`config.mk`:
```
export PLATFORM = sky130hd
export DESIGN_NAME = bezier_curve_evaluator_unit
export DESIGN_NICKNAME = d
export VERILOG_FILES = /design/src/design/bce_pkg.sv /design/src/design/bezier_curve_evaluator_unit.sv
export SDC_FILE = /design/constraint.sdc
export NUM_CORES = 2
export LEC_CHECK = 0
export BUFFER_PORTS_ARGS = -buffer_cell sky130_fd_sc_hd__buf_2
export CAP_MARGIN = 10
export CELL_PAD_IN_SITES_DETAIL_PLACEMENT = 1
export CELL_PAD_IN_SITES_GLOBAL_PLACEMENT = 1
export CORE_MARGIN = 4
export CORE_UTILIZATION = 53
export DETAILED_ROUTE_END_ITERATION = 10
export HOLD_SLACK_MARGIN = 0.15
export PLACE_DENSITY = 0.8
export SETUP_SLACK_MARGIN = 0.02
export SLEW_MARGIN = 20
export SYNTH_ARGS = -nofsm -noshare
export SYNTH_HDL_FRONTEND = slang
export SYNTH_SLANG_ARGS = --single-unit
```
`constraint.sdc`:
```
create_clock -name clk -period 13 [get_ports clk]
set_input_delay 1.3 -clock clk [delete_from_list [all_inputs] [get_ports clk]]
set_output_delay 1.3 -clock clk [all_outputs]
set_load 0.01 [all_outputs]
```
`src/design/bce_pkg.sv`:
```
// Bezier curve evaluator package: beat types, op and status codes, fixed-point
// widths and the binomial coefficient table.
// No dependencies.
`timescale 1ns / 1ps
`default_nettype none

package bce_pkg;

  // field widths
  localparam int OP_W     = 2;
  localparam int COORD_W  = 16;
  localparam int INDEX_W  = 10;
  localparam int STEPS_W  = 10;
  localparam int STATUS_W = 2;

  // op codes
  localparam logic [OP_W-1:0] OP_APPEND = 2'd0;
  localparam logic [OP_W-1:0] OP_REMOVE = 2'd1;
  localparam logic [OP_W-1:0] OP_EVAL   = 2'd2;

  // status codes
  localparam logic [STATUS_W-1:0] ST_OK        = 2'd0;
  localparam logic [STATUS_W-1:0] ST_FEW_POINTS = 2'd1;
  localparam logic [STATUS_W-1:0] ST_BAD_INDEX = 2'd2;

  // sample_steps after reset
  localparam logic [STEPS_W-1:0] STEPS_RESET = 10'd100;

  // Q1.16 arithmetic
  localparam int              Q16_W    = 17;
  localparam logic [Q16_W-1:0] Q16_ONE = 17'h10000;
  localparam int              RND_HALF = 32768;

  // shared multiplier: unsigned A, signed B
  localparam int MUL_A_W = 26;
  localparam int MUL_B_W = 18;
  localparam int MUL_W   = MUL_A_W + 1 + MUL_B_W;
  localparam int PROD_W  = 42;
  localparam int ACC_W   = 46;

  // restoring divider for t = (k * 2^16 + s/2) / s
  localparam int DIV_STEPS = Q16_W;
  localparam int DIV_CNT_W = 5;
  localparam int NUM_W     = INDEX_W + 16;

  // binomial coefficients C(n, j) for n up to 12
  localparam int BINOM_N     = 13;
  localparam int BINOM_W     = 10;
  localparam int BINOM_IDX_W = 4;
  localparam logic [BINOM_W-1:0] BINOM_TAB [BINOM_N][BINOM_N] = '{
    '{10'd1, 10'd0, 10'd0, 10'd0, 10'd0, 10'd0, 10'd0, 10'd0, 10'd0, 10'd0, 10'd0, 10'd0, 10'd0},
    '{10'd1, 10'd1, 10'd0, 10'd0, 10'd0, 10'd0, 10'd0, 10'd0, 10'd0, 10'd0, 10'd0, 10'd0, 10'd0},
    '{10'd1, 10'd2, 10'd1, 10'd0, 10'd0, 10'd0, 10'd0, 10'd0, 10'd0, 10'd0, 10'd0, 10'd0, 10'd0},
    '{10'd1, 10'd3, 10'd3, 10'd1, 10'd0, 10'd0, 10'd0, 10'd0, 10'd0, 10'd0, 10'd0, 10'd0, 10'd0},
    '{10'd1, 10'd4, 10'd6, 10'd4, 10'd1, 10'd0, 10'd0, 10'd0, 10'd0, 10'd0, 10'd0, 10'd0, 10'd0},
    '{10'd1, 10'd5, 10'd10, 10'd10, 10'd5, 10'd1, 10'd0, 10'd0, 10'd0, 10'd0, 10'd0, 10'd0,
      10'd0},
    '{10'd1, 10'd6, 10'd15, 10'd20, 10'd15, 10'd6, 10'd1, 10'd0, 10'd0, 10'd0, 10'd0, 10'd0,
      10'd0},
    '{10'd1, 10'd7, 10'd21, 10'd35, 10'd35, 10'd21, 10'd7, 10'd1, 10'd0, 10'd0, 10'd0, 10'd0,
      10'd0},
    '{10'd1, 10'd8, 10'd28, 10'd56, 10'd70, 10'd56, 10'd28, 10'd8, 10'd1, 10'd0, 10'd0, 10'd0,
      10'd0},
    '{10'd1, 10'd9, 10'd36, 10'd84, 10'd126, 10'd126, 10'd84, 10'd36, 10'd9, 10'd1, 10'd0,
      10'd0, 10'd0},
    '{10'd1, 10'd10, 10'd45, 10'd120, 10'd210, 10'd252, 10'd210, 10'd120, 10'd45, 10'd10,
      10'd1, 10'd0, 10'd0},
    '{10'd1, 10'd11, 10'd55, 10'd165, 10'd330, 10'd462, 10'd462, 10'd330, 10'd165, 10'd55,
      10'd11, 10'd1, 10'd0},
    '{10'd1, 10'd12, 10'd66, 10'd220, 10'd495, 10'd792, 10'd924, 10'd792, 10'd495, 10'd220,
      10'd66, 10'd12, 10'd1}
  };

  // request beat
  typedef struct packed {
    logic [OP_W-1:0]           op;
    logic signed [COORD_W-1:0] point_x;
    logic signed [COORD_W-1:0] point_y;
    logic [INDEX_W-1:0]        sample_index;
  } req_t;

  // response beat
  typedef struct packed {
    logic signed [COORD_W-1:0] curve_x;
    logic signed [COORD_W-1:0] curve_y;
    logic [STATUS_W-1:0]       status;
  } rsp_t;

endpackage

`default_nettype wire

```
`src/design/bezier_curve_evaluator_unit.sv`:
```
// Append and remove take effect at the accepting edge and give no beat; req_ready stays high.
// Evaluate with n + 1 points runs the divider, the powers of 1-t, then per point the weight
// and sum states, then loads the output register; rsp_valid rises and req_ready returns
// together. Errors go straight to the output register state and give their beat from
// there. req_ready is high only while idle; a held beat stalls it.
// Reset (rst, synchronous): point list empty, sample_steps = 100, no beat out.
// Bezier curve evaluator top level: point list, sequencer, shared multiplier,
// restoring divider and output register. Depends on bce_pkg.
`timescale 1ns / 1ps
`default_nettype none

module bezier_curve_evaluator_unit #(
  parameter int MAX_POINTS = 8
) (
  input  wire logic                            clk,
  input  wire logic                            rst,
  input  wire logic                            req_valid,
  output logic                                 req_ready,
  input  wire bce_pkg::req_t                   req,
  output logic                                 rsp_valid,
  input  wire logic                            rsp_ready,
  output bce_pkg::rsp_t                        rsp,
  input  wire logic                            cfg_valid,
  output logic                                 cfg_ready,
  input  wire logic [bce_pkg::STEPS_W-1:0]     cfg_data
);

  localparam int IDX_W = (MAX_POINTS > 1) ? $clog2(MAX_POINTS) : 1;
  localparam int CNT_W = $clog2(MAX_POINTS + 1);
  localparam int Q_W   = bce_pkg::ACC_W - 16;

  typedef enum logic [8:0] {
    S_IDLE  = 9'b000000001,
    S_DIV   = 9'b000000010,
    S_UPOW  = 9'b000000100,
    S_WMUL  = 9'b000001000,
    S_WBIN  = 9'b000010000,
    S_PX    = 9'b000100000,
    S_PY    = 9'b001000000,
    S_TNEXT = 9'b010000000,
    S_OUT   = 9'b100000000
  } state_t;

  state_t state;

  // control registers
  logic [CNT_W-1:0]               point_count;
  logic [bce_pkg::STEPS_W-1:0]    sample_steps;
  logic [IDX_W-1:0]               step_cnt;
  logic [IDX_W-1:0]               n_deg;
  logic [bce_pkg::DIV_CNT_W-1:0]  div_cnt;

  // point store
  logic signed [bce_pkg::COORD_W-1:0] ctrl_x [MAX_POINTS];
  logic signed [bce_pkg::COORD_W-1:0] ctrl_y [MAX_POINTS];

  // datapath registers
  logic [bce_pkg::Q16_W-1:0]          upow [MAX_POINTS];
  logic [bce_pkg::Q16_W-1:0]          up_cur;
  logic [bce_pkg::Q16_W-1:0]          tp;
  logic [bce_pkg::Q16_W-1:0]          mr;
  logic [bce_pkg::MUL_A_W-1:0]        w;
  logic signed [bce_pkg::PROD_W-1:0]  prod;
  logic signed [bce_pkg::ACC_W-1:0]   accx;
  logic signed [bce_pkg::ACC_W-1:0]   accy;
  logic [bce_pkg::STATUS_W-1:0]       res_status;
  logic [bce_pkg::STEPS_W-1:0]        div_s;
  logic [bce_pkg::STEPS_W-1:0]        rem;
  logic [bce_pkg::Q16_W-1:0]          quo;

  // combinational
  logic                               req_fire;
  logic                               rsp_load;
  logic                               list_full;
  logic [bce_pkg::STEPS_W-1:0]        s_eff;
  logic [bce_pkg::NUM_W-1:0]          num;
  logic                               few_points;
  logic                               bad_index;
  logic [IDX_W-1:0]                   wr_idx;
  logic [bce_pkg::STEPS_W:0]          rem2;
  logic                               div_ge;
  logic [bce_pkg::STEPS_W-1:0]        rem_next;
  logic [bce_pkg::Q16_W-1:0]          u_q16;
  logic [bce_pkg::MUL_A_W-1:0]        mul_a;
  logic signed [bce_pkg::MUL_B_W-1:0] mul_b;
  logic signed [bce_pkg::MUL_W-1:0]   mul_out;
  logic [bce_pkg::MUL_W-1:0]          mul_rnd;
  logic [bce_pkg::Q16_W-1:0]          q16_res;
  logic [bce_pkg::BINOM_W-1:0]        binom;
  logic signed [bce_pkg::ACC_W-1:0]   prod_ext;

  // round half up, drop 16 fraction bits, clamp to 16 bits
  function automatic logic signed [bce_pkg::COORD_W-1:0] sat_round(
    input logic signed [bce_pkg::ACC_W-1:0] acc
  );
    logic signed [bce_pkg::ACC_W-1:0] a;
    logic signed [Q_W-1:0]            q;
    a = acc + bce_pkg::ACC_W'(bce_pkg::RND_HALF);
    q = $signed(a[bce_pkg::ACC_W-1:16]);
    if (q > Q_W'(32767)) begin
      sat_round = 16'sh7fff;
    end else if (q < Q_W'(-32768)) begin
      sat_round = 16'sh8000;
    end else begin
      sat_round = q[bce_pkg::COORD_W-1:0];
    end
  endfunction

  assign req_ready = (state == S_IDLE);
  assign cfg_ready = 1'b1;
  assign req_fire  = req_valid && req_ready;
  assign rsp_load  = (state == S_OUT) && (!rsp_valid || rsp_ready);

  assign list_full  = (point_count >= CNT_W'(MAX_POINTS));
  assign wr_idx     = point_count[IDX_W-1:0];
  assign s_eff      = (sample_steps == '0) ? bce_pkg::STEPS_W'(1) : sample_steps;
  assign few_points = (point_count < CNT_W'(2));
  assign bad_index  = (req.sample_index > s_eff);
  assign num        = {req.sample_index, 16'b0} + bce_pkg::NUM_W'(s_eff >> 1);

  // one restoring divide step per cycle
  assign rem2     = {rem, quo[bce_pkg::Q16_W-1]};
  assign div_ge   = (rem2 >= {1'b0, div_s});
  assign rem_next = div_ge ? bce_pkg::STEPS_W'(rem2 - {1'b0, div_s})
                           : rem2[bce_pkg::STEPS_W-1:0];

  assign u_q16 = bce_pkg::Q16_ONE - quo;
  assign binom = bce_pkg::BINOM_TAB[bce_pkg::BINOM_IDX_W'(n_deg)]
                                   [bce_pkg::BINOM_IDX_W'(step_cnt)];

  // shared multiplier operand select
  always_comb begin
    mul_a = '0;
    mul_b = '0;
    unique case (state)
      S_UPOW: begin
        mul_a = bce_pkg::MUL_A_W'(up_cur);
        mul_b = $signed(bce_pkg::MUL_B_W'(u_q16));
      end
      S_WMUL: begin
        mul_a = bce_pkg::MUL_A_W'(tp);
        mul_b = $signed(bce_pkg::MUL_B_W'(upow[n_deg - step_cnt]));
      end
      S_WBIN: begin
        mul_a = bce_pkg::MUL_A_W'(mr);
        mul_b = $signed(bce_pkg::MUL_B_W'(binom));
      end
      S_PX: begin
        mul_a = w;
        mul_b = bce_pkg::MUL_B_W'(ctrl_x[step_cnt]);
      end
      S_PY: begin
        mul_a = w;
        mul_b = bce_pkg::MUL_B_W'(ctrl_y[step_cnt]);
      end
      S_TNEXT: begin
        mul_a = bce_pkg::MUL_A_W'(tp);
        mul_b = $signed(bce_pkg::MUL_B_W'(quo));
      end
      default: begin
        mul_a = '0;
        mul_b = '0;
      end
    endcase
  end

  assign mul_out  = $signed({1'b0, mul_a}) * mul_b;
  assign mul_rnd  = mul_out + bce_pkg::MUL_W'(bce_pkg::RND_HALF);
  assign q16_res  = mul_rnd[bce_pkg::Q16_W+15:16];
  assign prod_ext = bce_pkg::ACC_W'(prod);

  // sequencer and control state
  always_ff @(posedge clk) begin
    if (rst) begin
      state        <= S_IDLE;
      point_count  <= '0;
      sample_steps <= bce_pkg::STEPS_RESET;
      step_cnt     <= '0;
      n_deg        <= '0;
      div_cnt      <= '0;
      rsp_valid    <= 1'b0;
    end else begin
      if (cfg_valid && cfg_ready) begin
        sample_steps <= cfg_data;
      end
      if (rsp_load) begin
        rsp_valid <= 1'b1;
      end else if (rsp_ready) begin
        rsp_valid <= 1'b0;
      end
      unique case (state)
        S_IDLE: begin
          if (req_fire) begin
            unique case (req.op)
              bce_pkg::OP_APPEND: begin
                if (!list_full) begin
                  point_count <= point_count + CNT_W'(1);
                end
              end
              bce_pkg::OP_REMOVE: begin
                if (point_count != '0) begin
                  point_count <= point_count - CNT_W'(1);
                end
              end
              bce_pkg::OP_EVAL: begin
                n_deg   <= IDX_W'(point_count - CNT_W'(1));
                div_cnt <= '0;
                if (few_points || bad_index) begin
                  state <= S_OUT;
                end else begin
                  state <= S_DIV;
                end
              end
              default: ;
            endcase
          end
        end
        S_DIV: begin
          div_cnt <= div_cnt + bce_pkg::DIV_CNT_W'(1);
          if (div_cnt == bce_pkg::DIV_CNT_W'(bce_pkg::DIV_STEPS - 1)) begin
            step_cnt <= IDX_W'(1);
            state    <= S_UPOW;
          end
        end
        S_UPOW: begin
          if (step_cnt == n_deg) begin
            step_cnt <= '0;
            state    <= S_WMUL;
          end else begin
            step_cnt <= step_cnt + IDX_W'(1);
          end
        end
        S_WMUL:  state <= S_WBIN;
        S_WBIN:  state <= S_PX;
        S_PX:    state <= S_PY;
        S_PY:    state <= S_TNEXT;
        S_TNEXT: begin
          if (step_cnt == n_deg) begin
            state <= S_OUT;
          end else begin
            step_cnt <= step_cnt + IDX_W'(1);
            state    <= S_WMUL;
          end
        end
        S_OUT: begin
          if (rsp_load) begin
            state <= S_IDLE;
          end
        end
        default: state <= S_IDLE;
      endcase
    end
  end

  // datapath
  always_ff @(posedge clk) begin
    // point store write
    if (req_fire && req.op == bce_pkg::OP_APPEND && !list_full) begin
      ctrl_x[wr_idx] <= req.point_x;
      ctrl_y[wr_idx] <= req.point_y;
    end
    // evaluate start: status, divider load, clear sums
    if (req_fire && req.op == bce_pkg::OP_EVAL) begin
      if (few_points) begin
        res_status <= bce_pkg::ST_FEW_POINTS;
      end else if (bad_index) begin
        res_status <= bce_pkg::ST_BAD_INDEX;
      end else begin
        res_status <= bce_pkg::ST_OK;
      end
      div_s <= s_eff;
      rem   <= bce_pkg::STEPS_W'(num[bce_pkg::NUM_W-1:bce_pkg::Q16_W]);
      quo   <= num[bce_pkg::Q16_W-1:0];
      accx  <= '0;
      accy  <= '0;
    end
    if (state == S_DIV) begin
      rem <= rem_next;
      quo <= {quo[bce_pkg::Q16_W-2:0], div_ge};
      if (div_cnt == bce_pkg::DIV_CNT_W'(bce_pkg::DIV_STEPS - 1)) begin
        upow[0] <= bce_pkg::Q16_ONE;
        up_cur  <= bce_pkg::Q16_ONE;
      end
    end
    // powers of (1 - t)
    if (state == S_UPOW) begin
      upow[step_cnt] <= q16_res;
      up_cur         <= q16_res;
      if (step_cnt == n_deg) begin
        tp <= bce_pkg::Q16_ONE;
      end
    end
    if (state == S_WMUL) begin
      mr <= q16_res;
    end
    if (state == S_WBIN) begin
      w <= mul_out[bce_pkg::MUL_A_W-1:0];
    end
    if (state == S_PX) begin
      prod <= mul_out[bce_pkg::PROD_W-1:0];
    end
    if (state == S_PY) begin
      prod <= mul_out[bce_pkg::PROD_W-1:0];
      accx <= accx + prod_ext;
    end
    if (state == S_TNEXT) begin
      accy <= accy + prod_ext;
      tp   <= q16_res;
    end
    // output register
    if (rsp_load) begin
      rsp.status <= res_status;
      if (res_status == bce_pkg::ST_OK) begin
        rsp.curve_x <= sat_round(accx);
        rsp.curve_y <= sat_round(accy);
      end else begin
        rsp.curve_x <= '0;
        rsp.curve_y <= '0;
      end
    end
  end

`ifndef SYNTHESIS
  a_count_bound: assert property (@(posedge clk) disable iff (rst)
    point_count <= CNT_W'(MAX_POINTS))
    else $error("point count beyond list size");

  a_list_frozen: assert property (@(posedge clk) disable iff (rst)
    (state != S_IDLE) |=> $stable(point_count))
    else $error("point list changed during evaluation");

  a_t_range: assert property (@(posedge clk) disable iff (rst)
    (state == S_UPOW) |-> (quo <= bce_pkg::Q16_ONE))
    else $error("divider result above one");

  a_ok_after_sum: assert property (@(posedge clk) disable iff (rst)
    (state == S_OUT && res_status == bce_pkg::ST_OK)
      |-> ($past(state) == S_TNEXT || $past(state) == S_OUT))
    else $error("ok result without a finished sum");

  a_rsp_from_out: assert property (@(posedge clk) disable iff (rst)
    $rose(rsp_valid) |-> ($past(state) == S_OUT))
    else $error("response beat raised outside output state");
`endif

endmodule

`default_nettype wire

```
==> results.txt <==
----------------------------------------------------
[Outcome]
  Run status ... finished clean

[Logic synthesis]
  Synth Area per Inst ... 11.3 µm²
  Total standard cell area after synthesis ... 49,800 µm²
  Most frequent cells after synthesis ... sky130_fd_sc_hd__edfxtp_1 (676), sky130_fd_sc_hd__inv_1 (571), sky130_fd_sc_hd__nand2_1 (483)
  Synth unique cells ... 99
  Top flip-flop cell by instance count after synthesis ... sky130_fd_sc_hd__edfxtp_1
  Async set-or-reset flop fraction in the synthesized netlist ... 0%
  Leading area contributor after synthesis ... sky130_fd_sc_hd__edfxtp_1
  Most instantiated library cell after synthesis ... sky130_fd_sc_hd__edfxtp_1
  Share of the yosys chip area belonging to registers ... 42.3%
  Post-synth net total ... 5,123
  Fraction of post-synthesis cell area in the top cell type by area ... 40.7%
  Post-Syn Instances ... 4,419
  Number of enable flip-flop cells after synthesis ... 676
  Ys Warns ... 0
  Flops & latches, synth ... 714
  Cells taking the most area after synthesis ... sky130_fd_sc_hd__edfxtp_1 (41%), sky130_fd_sc_hd__fa_1 (16%), sky130_fd_sc_hd__ha_1 (6.5%)

[Critical path]
  Maximum single-stage delay on the critical path ... 1.31 ns
  Sort of element at the start of the critical path ... register
  Slowest library cell on the worst path ... sky130_fd_sc_hd__fa_1
  Capturing element type of the critical path ... register
  Reg2Reg Setup Slack ... 0.35 ns
  Reg-to-Reg Start ... step_cnt[1]
  CP startpoint ... step_cnt[1]
  Crit Path Max Fanout ... 19
  Most common cell on crit path ... sky130_fd_sc_hd__fa_1
  Crit path arrival time ... 13.00 ns
  CP Data Required Time ... 13.35 ns
  Type of the worst setup path ... reg2reg

[Clocking]
  Total clock buffers created by CTS ... 72
  Insertion delay to the later sink of the worst-skew pair ... 0.66 ns
  Resized cells post-CTS ... 0
  Master cell of the clock root buffer ... sky130_fd_sc_hd__clkbuf_16
  CTS tree ... done
  Clock edge transition at the registers on the reported setup and hold paths ... 0.07 ns
  Number of setup buffers added after CTS ... 0
  Number of hold-repair buffers added at the cts stage ... 0
  Clock Sinks ... 714
  Max Root-Sink Buffers ... 3
  CTS H-tree depth ... 3

[Timing]
  Maximum clock frequency ... 79.1 MHz
  Worst clock skew ... 0.0278 ns
  Setup Viol. Count Final ... 0
  Final hold vios ... 0
  Tightest slew margin relative to the limit ... 18.4%
  Crit share post-route ... 97.3%
  Worst slew pin tran ... 1.22 ns
  Minimum clock period ... 12.65 ns
  Total negative slack for setup checks ... 0 ns
  Number of pins with negative max-slew slack in the final report ... 0
  Setup repair after global routing missed its margin ... false

[Final layout]
  Share of final-layout standard cells stronger than drive strength 1 ... 9.94%
  Final Util ... 58.0%
  Area growth from synthesis to final layout ... 8.68%
  Area of all placed cells without fillers ... 54,200 µm²
  Fin nets ... 5,167

[Die]
  Starting density of the core ... 53.4%
  Vertical die dimension ... 315 µm
  Width of the chip ... 315 µm
  Standard-cell row count ... 112
  Core box area ... 93,300 µm²
  Number of primary I/O pins ... 96
  Die Footprint ... 99,000 µm²

[Drt]
  Via count ... 35,866
  Via count normalized by instance count ... 6.21
  Number of iterations in the first detailed-routing pass ... 6
  Residual DRC ... 0
  1st-iter DRT viols ... 3,520
  Routed wire length ... 158,000 µm
  Routed wire per std cell ... 27.5 µm
  Antenna Violating Nets Remaining ... 0

[Global route]
  Largest net degree at the start of global routing ... 79
  GRT Residual Overflow ... 0
  Global-route wire length before repair ... 242,000 µm
  GR Util All Layers ... 32.4%
  Via count of the first global-routing pass ... 39,003
  Initial antenna violation count ... 4

[Pwr]
  Largest vdd supply drop ... 168 µV
  Pwr dens ... 93.4 nW/µm²
  Leakage power figure ... 0.0215 µW

[Flow run]
  Maxcap violations ... 0

[Place]
  Count of buffers inserted at the top-level ports ... 94
  Post-DP Area ... 51,800 µm²
  Final RePlAce weighted congestion ... 0.934
  HPWL after detailed placement ... 112,000 µm

[Worst hold path]
  Hold path start ... sample_steps[2]
  Min-delay worst type ... reg2reg

----------------------------------------------------
[worst max-delay path: cells and delay by family (launching register included)]
kind            cells  cell delay [ns]
xor+xnor            2             0.75
flops               1             0.90
compound gates      3             1.45
simple gates        8             2.59
fa+ha+maj           8             4.84
mux                 2             0.57
buf+inv             6             1.24
[cell families (layout without fill, tap and decap cells)]
logic type | Yosys count | in the layout | share of synthesized area [%]
compound gates | 617 | 617 | 8.20
xor+xnor | 188 | 188 | 3.37
fa+ha+maj | 645 | 645 | 22.0
buf+inv | 763 | 860 | 5.85
flops | 714 | 714 | 42.3
mux | 175 | 175 | 6.01
other cells | 1 | 5 | 0.00753
simple gates | 1316 | 1316 | 12.3
[where the power goes]
| group | internal (µW) | leakage [µW] | switching, µW |
|---|---|---|---|
| logic | 136 | 0.0137 | 221 |
| clock network | 1160 | 0.00112 | 965 |
| registers | 2540 | 0.00663 | 36.6 |
[path summary, 6_finish.rpt]
kind | cells past startpoint | endpoint
worst max-delay path | 29 | up_cur[15]
worst max register to register | 29 | up_cur[15]
worst min register to register | 0 | div_s[2]
worst min-delay path | 0 | div_s[2]
[per-layer routing]
metal / track usage [%] / vias to the layer above / share of wire (%)
met5: 0 / - / 0
met4: 14.9 / 0 / 5.3
met3: 5.25 / 404 / 7.1
met2: 54.2 / 1608 / 49
met1: 41.6 / 18530 / 39
li1: - / 15324 / -
[final cells by class]
| type | instances | area (µm²) |
|---|---|---|
| antenna | 4 | 10.0 |
| clock buffer | 101 | 2010 |
| clock inverter | 26 | 318 |
| fill | 9682 | 39200 |
| inverter | 572 | 2150 |
| multi-input combinational | 2942 | 26000 |
| sequential | 714 | 21100 |
| tap | 1254 | 1570 |
| timing repair buffer | 161 | 993 |
[registers in the layout, indices dropped and copies added, names as in the netlist, 26 cells and up, named ones only]
name    cells
accy       46
ctrl_x    128
w          26
rsp        34
accx       46
prod       42
ctrl_y    128
upow      136
[placed cells by master (no fill, tap or decap), types with 35 or more instances in the layout]
| master | netlist | final |
|---|---|---|
| sky130_fd_sc_hd__a21oi_1 | 153 | 153 |
| sky130_fd_sc_hd__clkbuf_16 | 0 | 76 |
| sky130_fd_sc_hd__nor3_1 | 59 | 54 |
| sky130_fd_sc_hd__xor2_1 | 87 | 86 |
| sky130_fd_sc_hd__nand3_1 | 68 | 68 |
| sky130_fd_sc_hd__xnor2_1 | 98 | 98 |
| sky130_fd_sc_hd__mux4_2 | 98 | 98 |
| sky130_fd_sc_hd__dfxtp_1 | 38 | 35 |
| sky130_fd_sc_hd__mux2i_1 | 65 | 65 |
| sky130_fd_sc_hd__buf_4 | 3 | 66 |
| sky130_fd_sc_hd__ha_1 | 257 | 256 |
| sky130_fd_sc_hd__edfxtp_1 | 676 | 676 |
| sky130_fd_sc_hd__o21ai_0 | 136 | 135 |
| sky130_fd_sc_hd__nand2_1 | 483 | 480 |
| sky130_fd_sc_hd__and2_1 | 85 | 85 |
| sky130_fd_sc_hd__buf_2 | 24 | 94 |
| sky130_fd_sc_hd__nor2_1 | 368 | 362 |
| sky130_fd_sc_hd__nand4_1 | 44 | 44 |
| sky130_fd_sc_hd__a21o_1 | 73 | 73 |
| sky130_fd_sc_hd__inv_1 | 571 | 571 |
| sky130_fd_sc_hd__fa_1 | 388 | 388 |
[through the flow]
stage	cells	total power (µW)	worst slack, ns	hold WS [ns]
2_1_floorplan	4419	2850	3.15	0.462
3_3_place_gp	5642	2950	1.35	0.453
3_5_place_dp	5642	2970	0.931	0.456
4_1_cts	5769	5070	0.750	0.470
5_1_grt	5772	5200	0.0420	0.493
6_report	5774	5060	0.350	0.478
No activity file was read; power rests on OpenSTA's default activity.
